[config.mk]
export PLATFORM = sky130hd
export DESIGN_NAME = flex_gesture_window_detector_unit
export DESIGN_NICKNAME = d
export VERILOG_FILES = /design/src/rtl/core/fgwd_pkg.sv /design/src/rtl/core/flex_gesture_window_detector_unit.sv /design/src/rtl/core/fgwd_lane.sv /design/src/rtl/core/fgwd_merge.sv
export SDC_FILE = /design/constraint.sdc
export NUM_CORES = 1
export LEC_CHECK = 0
export ABC_AREA = 1
export BUFFER_PORTS_ARGS = -buffer_cell sky130_fd_sc_hd__clkbuf_2
export CORE_AREA = 2 2 209 211
export CTS_BUF_LIST = sky130_fd_sc_hd__clkbuf_8
export CTS_CLUSTER_DIAMETER = 40
export DETAILED_ROUTE_END_ITERATION = 10
export DIE_AREA = 0 0 211 213
export SLEW_MARGIN = 0
export SYNTH_ARGS = -nofsm -noshare
export SYNTH_HDL_FRONTEND = slang
export SYNTH_HIERARCHICAL = 1
export SYNTH_SLANG_ARGS = --single-unit
[constraint.sdc]
create_clock -name clk -period 5 [get_ports clk]
set_input_delay 0.75 -clock clk [delete_from_list [all_inputs] [get_ports clk]]
set_output_delay 0.75 -clock clk [all_outputs]
set_load 0.01 [all_outputs]
[src/rtl/core/fgwd_pkg.sv]
// Shared types, widths, codes and reset values for the flex gesture window detector.
// No dependencies; every other file imports this package.
package fgwd_pkg;

  localparam int SAMPLE_BITS = 10;
  localparam int TH_BITS     = 10;
  localparam int CMP_BITS    = (SAMPLE_BITS > TH_BITS) ? SAMPLE_BITS : TH_BITS;
  localparam int DEB_BITS    = 8;
  localparam int MS_BITS     = 16;
  localparam int TIME_BITS   = 32;

  localparam int IN_RAW_W    = 2 * SAMPLE_BITS + TIME_BITS;
  localparam int IN_DATA_W   = ((IN_RAW_W + 7) / 8) * 8;
  localparam int OUT_RAW_W   = 4;
  localparam int OUT_DATA_W  = ((OUT_RAW_W + 7) / 8) * 8;

  localparam int CFG_IDX_W   = 3;
  localparam int CFG_DATA_W  = 16;

  localparam logic [CFG_IDX_W-1:0] REG_TH_HIGH    = 3'd0;
  localparam logic [CFG_IDX_W-1:0] REG_TH_LOW     = 3'd1;
  localparam logic [CFG_IDX_W-1:0] REG_DEBOUNCE   = 3'd2;
  localparam logic [CFG_IDX_W-1:0] REG_CLOSE_HOLD = 3'd3;
  localparam logic [CFG_IDX_W-1:0] REG_OPEN_WIN   = 3'd4;
  localparam logic [CFG_IDX_W-1:0] REG_REPORT_WIN = 3'd5;

  localparam logic [TH_BITS-1:0]  RST_TH_HIGH    = TH_BITS'(500);
  localparam logic [TH_BITS-1:0]  RST_TH_LOW     = TH_BITS'(200);
  localparam logic [DEB_BITS-1:0] RST_DEBOUNCE   = DEB_BITS'(3);
  localparam logic [MS_BITS-1:0]  RST_CLOSE_HOLD = MS_BITS'(150);
  localparam logic [MS_BITS-1:0]  RST_OPEN_WIN   = MS_BITS'(300);
  localparam logic [MS_BITS-1:0]  RST_REPORT_WIN = MS_BITS'(2000);

  localparam logic [1:0] GEST_NONE  = 2'd0;
  localparam logic [1:0] GEST_OPEN  = 2'd1;
  localparam logic [1:0] GEST_CLOSE = 2'd2;
  localparam logic [1:0] GEST_START = 2'd3;

  localparam logic [1:0] PAT_LOW   = 2'b00;
  localparam logic [1:0] PAT_START = 2'b10;
  localparam logic [1:0] PAT_HIGH  = 2'b11;

  typedef struct packed {
    logic [TH_BITS-1:0]  th_high;
    logic [TH_BITS-1:0]  th_low;
    logic [DEB_BITS-1:0] debounce;
    logic [MS_BITS-1:0]  close_hold;
    logic [MS_BITS-1:0]  open_win;
    logic [MS_BITS-1:0]  report_win;
  } cfg_t;

  typedef struct packed {
    logic       window_ended;
    logic [1:0] gesture;
    logic [1:0] stable_pattern;
  } result_t;

endpackage

[src/rtl/core/flex_gesture_window_detector_unit.sv]
// Top level: config registers, two sensor lanes, merge stage, output register + skid.
// Depends on fgwd_pkg, fgwd_lane, fgwd_merge.
//
//  channel | ports                          | request fields (low bit first)
//  --------+--------------------------------+-------------------------------------------
//  in      | in_tvalid/in_tready/in_tdata   | sample_a, sample_b, now_ms
//  out     | out_tvalid/out_tready/out_tdata| stable_pattern, gesture; tlast=window_ended
//  cfg     | cfg_valid/cfg_ready            | cfg_index, cfg_data (always ready)
//
// One request per cycle while in_tready is high; results pass through the output register.
// Lanes and merge update all state in the accepting cycle, so the loop through the
// 32-bit time compares sets the clock. A skid entry behind the output register keeps
// in_tready high for one request while out_tready is low. Synchronous reset restores
// register defaults and detector state; no clearing pass.
module flex_gesture_window_detector_unit import fgwd_pkg::*; (
  input  logic                  clk,
  input  logic                  rst_n,
  input  logic                  in_tvalid,
  output logic                  in_tready,
  input  logic [IN_DATA_W-1:0]  in_tdata,   // sample_a, sample_b, now_ms, zero pad
  output logic                  out_tvalid,
  input  logic                  out_tready,
  output logic [OUT_DATA_W-1:0] out_tdata,  // stable_pattern, gesture, zero pad
  output logic                  out_tlast,  // window_ended
  input  logic                  cfg_valid,
  output logic                  cfg_ready,
  input  logic [CFG_IDX_W-1:0]  cfg_index,
  input  logic [CFG_DATA_W-1:0] cfg_data
);

  cfg_t    cfg_r;
  logic    in_fire, out_fire;
  logic    stable_a, stable_b;
  result_t res;
  logic    out_valid_r, out_valid_nxt;
  logic    skid_valid_r, skid_valid_nxt;
  result_t out_data_r, out_data_nxt;
  result_t skid_data_r, skid_data_nxt;

  assign cfg_ready = 1'b1;
  assign in_tready = !skid_valid_r;
  assign in_fire   = in_tvalid && in_tready;
  assign out_fire  = out_valid_r && out_tready;

  always_ff @(posedge clk) begin
    if (!rst_n) begin
      cfg_r.th_high    <= RST_TH_HIGH;
      cfg_r.th_low     <= RST_TH_LOW;
      cfg_r.debounce   <= RST_DEBOUNCE;
      cfg_r.close_hold <= RST_CLOSE_HOLD;
      cfg_r.open_win   <= RST_OPEN_WIN;
      cfg_r.report_win <= RST_REPORT_WIN;
    end else if (cfg_valid && cfg_ready) begin
      unique case (cfg_index)
        REG_TH_HIGH:    cfg_r.th_high    <= TH_BITS'(cfg_data);
        REG_TH_LOW:     cfg_r.th_low     <= TH_BITS'(cfg_data);
        REG_DEBOUNCE:   cfg_r.debounce   <= DEB_BITS'(cfg_data);
        REG_CLOSE_HOLD: cfg_r.close_hold <= MS_BITS'(cfg_data);
        REG_OPEN_WIN:   cfg_r.open_win   <= MS_BITS'(cfg_data);
        REG_REPORT_WIN: cfg_r.report_win <= MS_BITS'(cfg_data);
        default: ;
      endcase
    end
  end

  fgwd_lane u_lane_a (
    .clk          (clk),
    .rst_n        (rst_n),
    .accept       (in_fire),
    .sample       (in_tdata[SAMPLE_BITS-1:0]),
    .cfg          (cfg_r),
    .stable_nxt_o (stable_a)
  );

  fgwd_lane u_lane_b (
    .clk          (clk),
    .rst_n        (rst_n),
    .accept       (in_fire),
    .sample       (in_tdata[2*SAMPLE_BITS-1:SAMPLE_BITS]),
    .cfg          (cfg_r),
    .stable_nxt_o (stable_b)
  );

  fgwd_merge u_merge (
    .clk     (clk),
    .rst_n   (rst_n),
    .accept  (in_fire),
    .pattern ({stable_a, stable_b}),
    .now_ms  (in_tdata[IN_RAW_W-1:2*SAMPLE_BITS]),
    .cfg     (cfg_r),
    .res     (res)
  );

  always_comb begin
    out_valid_nxt  = out_valid_r;
    out_data_nxt   = out_data_r;
    skid_valid_nxt = skid_valid_r;
    skid_data_nxt  = skid_data_r;
    if (!out_valid_r || out_fire) begin
      if (skid_valid_r) begin
        out_valid_nxt  = 1'b1;
        out_data_nxt   = skid_data_r;
        skid_valid_nxt = 1'b0;
      end else begin
        out_valid_nxt = in_fire;
        out_data_nxt  = res;
      end
    end else if (in_fire) begin
      skid_valid_nxt = 1'b1;
      skid_data_nxt  = res;
    end
  end

  always_ff @(posedge clk) begin
    if (!rst_n) begin
      out_valid_r  <= 1'b0;
      skid_valid_r <= 1'b0;
    end else begin
      out_valid_r  <= out_valid_nxt;
      skid_valid_r <= skid_valid_nxt;
    end
  end

  always_ff @(posedge clk) begin
    out_data_r  <= out_data_nxt;
    skid_data_r <= skid_data_nxt;
  end

  assign out_tvalid = out_valid_r;
  assign out_tdata  = {(OUT_DATA_W - OUT_RAW_W)'(0), out_data_r.gesture,
                       out_data_r.stable_pattern};
  assign out_tlast  = out_data_r.window_ended;

endmodule

[src/rtl/core/fgwd_lane.sv]
// One sensor lane: hysteresis comparator followed by the debounce counter.
// Depends on fgwd_pkg.
module fgwd_lane import fgwd_pkg::*; (
  input  logic                   clk,
  input  logic                   rst_n,
  input  logic                   accept,
  input  logic [SAMPLE_BITS-1:0] sample,
  input  cfg_t                   cfg,
  output logic                   stable_nxt_o
);

  logic                raw_r, raw_nxt;
  logic                stable_r, stable_nxt;
  logic [DEB_BITS-1:0] count_r, count_nxt;
  logic [DEB_BITS-1:0] count_inc;
  logic [CMP_BITS-1:0] s_ext, hi_ext, lo_ext;

  assign s_ext     = CMP_BITS'(sample);
  assign hi_ext    = CMP_BITS'(cfg.th_high);
  assign lo_ext    = CMP_BITS'(cfg.th_low);
  assign count_inc = count_r + DEB_BITS'(1);

  always_comb begin
    raw_nxt    = raw_r;
    stable_nxt = stable_r;
    count_nxt  = '0;
    if (s_ext > hi_ext) begin
      raw_nxt = 1'b1;
    end else if (s_ext < lo_ext) begin
      raw_nxt = 1'b0;
    end
    if (raw_nxt != stable_r) begin
      if (count_inc >= cfg.debounce) begin
        stable_nxt = raw_nxt;
      end else begin
        count_nxt = count_inc;
      end
    end
  end

  assign stable_nxt_o = stable_nxt;

  always_ff @(posedge clk) begin
    if (!rst_n) begin
      raw_r    <= 1'b1;
      stable_r <= 1'b1;
      count_r  <= '0;
    end else if (accept) begin
      raw_r    <= raw_nxt;
      stable_r <= stable_nxt;
      count_r  <= count_nxt;
    end
  end

endmodule

[src/rtl/core/fgwd_merge.sv]
// Merge stage: pattern tracking, START/CLOSE/OPEN flags and report window.
// Depends on fgwd_pkg.
module fgwd_merge import fgwd_pkg::*; (
  input  logic                 clk,
  input  logic                 rst_n,
  input  logic                 accept,
  input  logic [1:0]           pattern,
  input  logic [TIME_BITS-1:0] now_ms,
  input  cfg_t                 cfg,
  output result_t              res
);

  logic [1:0]           prev_pat_r;
  logic                 in_low_r, in_low_nxt;
  logic [TIME_BITS-1:0] low_enter_r, low_enter_nxt;
  logic [TIME_BITS-1:0] last_close_r, last_close_nxt;
  logic                 close_done_r, close_done_nxt;
  logic                 high_seen_r, high_seen_nxt;
  logic [TIME_BITS-1:0] win_start_r, win_start_nxt;
  logic                 f_close_r, f_close_nxt;
  logic                 f_open_r, f_open_nxt;
  logic                 f_start_r, f_start_nxt;
  logic                 fc, fo, fs, ended;
  logic [1:0]           gesture;
  logic [TIME_BITS-1:0] low_age, close_age, win_age;

  assign low_age   = now_ms - low_enter_nxt;
  assign close_age = now_ms - last_close_r;
  assign win_age   = now_ms - win_start_r;

  always_comb begin
    in_low_nxt     = in_low_r;
    low_enter_nxt  = low_enter_r;
    close_done_nxt = close_done_r;
    last_close_nxt = last_close_r;
    high_seen_nxt  = high_seen_r;
    fs = f_start_r | ((pattern == PAT_START) && (prev_pat_r != PAT_START));
    fc = f_close_r;
    fo = f_open_r;

    if (pattern == PAT_LOW) begin
      if (!in_low_r) begin
        in_low_nxt     = 1'b1;
        low_enter_nxt  = now_ms;
        close_done_nxt = 1'b0;
      end
    end else begin
      in_low_nxt     = 1'b0;
      close_done_nxt = 1'b0;
    end
    if ((pattern == PAT_LOW) && (low_age >= TIME_BITS'(cfg.close_hold)) && !close_done_nxt)
    begin
      fc             = 1'b1;
      close_done_nxt = 1'b1;
      last_close_nxt = now_ms;
    end

    if (pattern == PAT_HIGH) begin
      if (!high_seen_r) begin
        if (close_age < TIME_BITS'(cfg.open_win)) fo = 1'b1;
        high_seen_nxt = 1'b1;
      end
    end else begin
      high_seen_nxt = 1'b0;
    end

    ended         = (win_age >= TIME_BITS'(cfg.report_win));
    gesture       = GEST_NONE;
    win_start_nxt = win_start_r;
    f_open_nxt    = fo;
    f_close_nxt   = fc;
    f_start_nxt   = fs;
    if (ended) begin
      priority if (fo) gesture = GEST_OPEN;
      else if (fc)     gesture = GEST_CLOSE;
      else if (fs)     gesture = GEST_START;
      win_start_nxt = now_ms;
      f_open_nxt    = 1'b0;
      f_close_nxt   = 1'b0;
      f_start_nxt   = 1'b0;
    end
  end

  assign res.stable_pattern = pattern;
  assign res.gesture        = gesture;
  assign res.window_ended   = ended;

  always_ff @(posedge clk) begin
    if (!rst_n) begin
      prev_pat_r   <= PAT_HIGH;
      in_low_r     <= 1'b0;
      low_enter_r  <= '0;
      last_close_r <= '0;
      close_done_r <= 1'b0;
      high_seen_r  <= 1'b0;
      win_start_r  <= '0;
      f_close_r    <= 1'b0;
      f_open_r     <= 1'b0;
      f_start_r    <= 1'b0;
    end else if (accept) begin
      prev_pat_r   <= pattern;
      in_low_r     <= in_low_nxt;
      low_enter_r  <= low_enter_nxt;
      last_close_r <= last_close_nxt;
      close_done_r <= close_done_nxt;
      high_seen_r  <= high_seen_nxt;
      win_start_r  <= win_start_nxt;
      f_close_r    <= f_close_nxt;
      f_open_r     <= f_open_nxt;
      f_start_r    <= f_start_nxt;
    end
  end

endmodule

==> results by stage <==
Timing:
- Setup slack on the critical path of the routed design comes to -657.8 ps.
- The pin slew with the least headroom to its limit is roughly 1000 ps.
- Setup repair after global routing could not meet its margin everywhere.
- The tightest slew margin relative to the limit is 0.3445.
- The final sum of negative setup slack is -22540 ps.
- The final cycle utilization of the critical path is 1.132.
- The max-slew violation count is 0.
- The final-report hold violation count is 0.
- The tightest hold path in the finished design has a slack of 392.5 ps.
- Setup violations remaining at the end of the flow were counted as 38.
- Counting I/O delays and the setup requirement, the final critical path takes 5658 ps.
- Static timing analysis puts the maximum clock frequency at 0.1767 GHz.
- Between clock sinks in the finished design, the worst skew comes to between 40 and 50 ps.

Logic synthesis:
- By area the synthesized netlist is led by sky130_fd_sc_hd__dfxtp_1 21%, sky130_fd_sc_hd__nand2_1 20%, sky130_fd_sc_hd__ha_1 13%, sky130_fd_sc_hd__inv_1 11%, sky130_fd_sc_hd__nor2_1 8.5%.
- The dominant register cell in the synthesized netlist is sky130_fd_sc_hd__dfxtp_1.
- The cell count after synthesis is 3207.
- Synthesis instantiated 48 different standard cells from the library.
- The number of enable flip-flop cells after synthesis is 10.
- The async set-or-reset flop fraction in the synthesized netlist is 0.
- The most instantiated library cell after synthesis is sky130_fd_sc_hd__nand2_1.
- Dividing the synthesized area by the synthesized cell count gives 5.920 µm².
- The synthesized netlist occupies a cell area of about 19000 µm².
- The total of flip-flops plus latches after synthesis is 212.
- The warning count from the yosys run is 6.
- By count the netlist is led by 988 x sky130_fd_sc_hd__nand2_1, 559 x sky130_fd_sc_hd__inv_1, 428 x sky130_fd_sc_hd__nor2_1, 246 x sky130_fd_sc_hd__nand3_1, 202 x sky130_fd_sc_hd__dfxtp_1.
- Of the synthesized area, sequential elements account for 0.2288.
- The largest area contributor in the synthesized netlist is sky130_fd_sc_hd__dfxtp_1.
- The share of synthesized area in the top cell type comes to 0.2130.

Setup path:
- On the worst path, the slowest cell contributes a delay of 360 ps.
- The critical path is of the reg -> reg type.
- The beginning of the worst register-to-register path is u_lane_b/count_r[1]$_SDFFE_PN0P_.
- The category of the worst setup path launch point is a flop.
- The critical path starts at u_lane_b/count_r[1]$_SDFFE_PN0P_.
- The worst setup path is captured at a flop.
- Among all stages on the critical path, the largest delay is contributed by sky130_fd_sc_hd__dfxtp_4.
- For the worst setup path, the data required time is 5570 ps.
- The worst-path maximum fanout is 7.
- By instance count, the cell type seen most on the critical path is sky130_fd_sc_hd__nor2_1.
- The endpoint arrival time on the critical path is 6230 ps.

GRT:
- The pin count of the biggest net entering global routing is 83.
- The aggregate global routing overflow is 0.
- The initial antenna violation count is 1.
- The all-layer global routing usage is 0.2802.
- The first-pass GRT wire length is ~99000 µm.
- The via count of the first global-routing pass is approximately 20000.

Run status:
- The run finished, with violations left.
- The final reports fail on setup timing.

Route:
- The average wire per cell in the routed design is around 16 µm.
- The via count of the routed design is just over 20000.
- For this run, the detailed router's first-pass iteration total came to 6.
- The initial detailed-routing violation count is 1288.
- The routed via count divided by cell count is 5.106.
- The post-route DRC violation count is 0.
- The count of nets left with antenna violations once routing finished came out at 0.
- Wires add up to 63830 µm.

Floorplanning:
- The area enclosed by the die boundary is 44940 µm².
- The die height is 213 µm.
- The die is 211 µm wide.
- Row generation in the floorplan step produced 76 rows.
- The area inside the core boundary is 42700 µm².
- The starting density of the core is 0.4447.
- Pin placement for this block handled 92 I/O pins.

Layout:
- The area occupied by registers is between 4000 and 5000 µm².
- With fillers left out, the area of the finished cells amounts to 23630 µm².
- The count of nets after finishing is 3733.
- Relative to the synthesized area, the layout overhead comes to 24.47%.
- In the final layout, the share of cells above drive strength 1 is 0.1794.
- The final cell count without fillers is 4036.
- The count of fill cells added during filler insertion is 4363.
- Summing all multi-input logic gate instances after layout gives 13290 µm².
- The final core area utilization is 0.5535.

CTS:
- Clock tree synthesis inserted a total of 48 buffers.
- The clock tree synthesis step divided the H-tree into 2 levels.
- TritonCTS built the clock tree.
- After clock tree synthesis, the clock-pin slew on the worst setup and hold paths is approximately 60 ps.
- The latest clock arrival within the worst-skew pair is 630 ps.
- In this run the clock root is driven by a sky130_fd_sc_hd__clkbuf_8.
- The number of hold buffers added after CTS was 0.
- The total clock sinks is 212.
- The longest clock path from root to sink contains 3 buffers.

Place:
- Port buffering added 82 buffers.
- Once detailed placement completed, the half-perimeter wirelength came to 49660 µm.
- The placed instance area is 20980 µm².
- The count of placed standard cells including taps is 3910.
- Routability-driven placement finished with a final weighted congestion of 0.9392.

Hold path:
- The startpoint of the lowest-slack hold path is out_tready.
- The class of the tightest hold or removal check is in -> reg.

Pwr:
- The worst IR drop on VDD is roughly 0.18 mV.
- The reported leakage power is approximately 0.013 µW.
- For this design the ratio of total power to cell area is 267.5 nW/µm².

Flow run:
- The number of max-capacitance violations reported is 0.
-- per-layer routing --
layer | up-vias | GRT usage | share of wire
met3 | 125 | 0.03103 | 0.048
met1 | 9507 | 0.3528 | 0.44
met4 | 0 | 0.1083 | 0.036
met5 | - | 0 | 0
met2 | 492 | 0.4908 | 0.48
li1 | 10485 | - | -
-- area by class of cell --
type | instances | area share
inverters | 578 | 0.09191
well taps | 546 | 0.02891
flip-flops and latches | 212 | 0.1844
clock buffers | 53 | 0.03086
diodes | 1 | 0.0001059
multi-input cells | 2339 | 0.5623
clock inverters | 34 | 0.01345
repair buffers | 273 | 0.08804
-- cell families (layout without fill, tap and decap cells) --
logic type               Yosys count  after routing  synth area share
XOR/XNOR                          51             51           0.02353
AO/OA/AOI/OAI                    325            325           0.09641
other                              2              6         0.0003955
flip-flops                       212            212            0.2288
adder cells (fa/ha/maj)          201            201            0.1336
AND/OR/NAND/NOR                 1754           1757            0.3785
buffers and inverters            662            938            0.1387
-- report_power, final --
part / total (µW) / internal (µW) / switching (µW)
Clock: 2150 / 1250 / 894
Sequential: 1850 / 1790 / 56.9
Combinational: 2330 / 923 / 1400
Total: 6320 / 3970 / 2350
-- stage by stage --
| step | worst slack [ps] | power [µW] |
|---|---|---|
| finish | -657.8 | 6321 |
| global route | -964.8 | 6724 |
| CTS | -565.3 | 6253 |
| detailed placement | -1063 | 3946 |
| global placement | -973.8 | 3917 |
| floorplan | -72.41 | 3247 |
-- critical path, delay by kind of cell, from the launching register on --
family | cells | cell delay [ps]
AND/OR/NAND/NOR | 22 | 2120
buffers and inverters | 8 | 1090
AO/OA/AOI/OAI | 6 | 1050
adder cells (fa/ha/maj) | 4 | 800
flip-flops | 1 | 360
XOR/XNOR | 1 | 160
-- what timing repair did --
item	CTS	global route
pin swaps	22	80
setup buffers	21	13
cloned	8	3
resized for setup	138	141
setup endpoints to repair	38	38
-- registers in the layout, indices dropped and copies added, names as in the netlist, 2 cells and up --
signal,count
u_merge/win_start_r,32
u_lane_a/count_r,8
u_merge/low_enter_r,32
u_merge/last_close_r,32
out_tdata,4
cfg_r,76
u_merge/prev_pat_r,2
skid_data_r,5
u_lane_b/count_r,8
-- final timing paths --
check / slack [ps] / cells past startpoint / end
max: -660 / 41 / u_merge/last_close_r[7]$_SDFFE_PN0P_
min: 390 / 4 / out_tvalid$_SDFFE_PN0P_
max reg2reg: -660 / 41 / u_merge/last_close_r[7]$_SDFFE_PN0P_
min reg2reg: 460 / 2 / cfg_r[33]$_SDFFE_PN1P_
-- cells in the final DEF (no fill, tap or decap), drive strengths merged, types with 2 or more instances in the layout --
cell,count
clkinv,17
o211ai,25
dfxtp,202
nand3,251
clkbuf,137
edfxtp,10
fa,3
conb,5
ha,198
bufinv,5
clkinvlp,4
inv,586
and2,4
a21oi,204
nor4,3
nor2,442
o21ai,60
a211oi,3
xor2,46
a31oi,5
buf,189
o21a,4
nor3,17
nand3b,5
nand2,1000
o21bai,12
nand4,33
a31o,2
a21o,6
xnor2,5
Power figures use the tool's default switching activity.
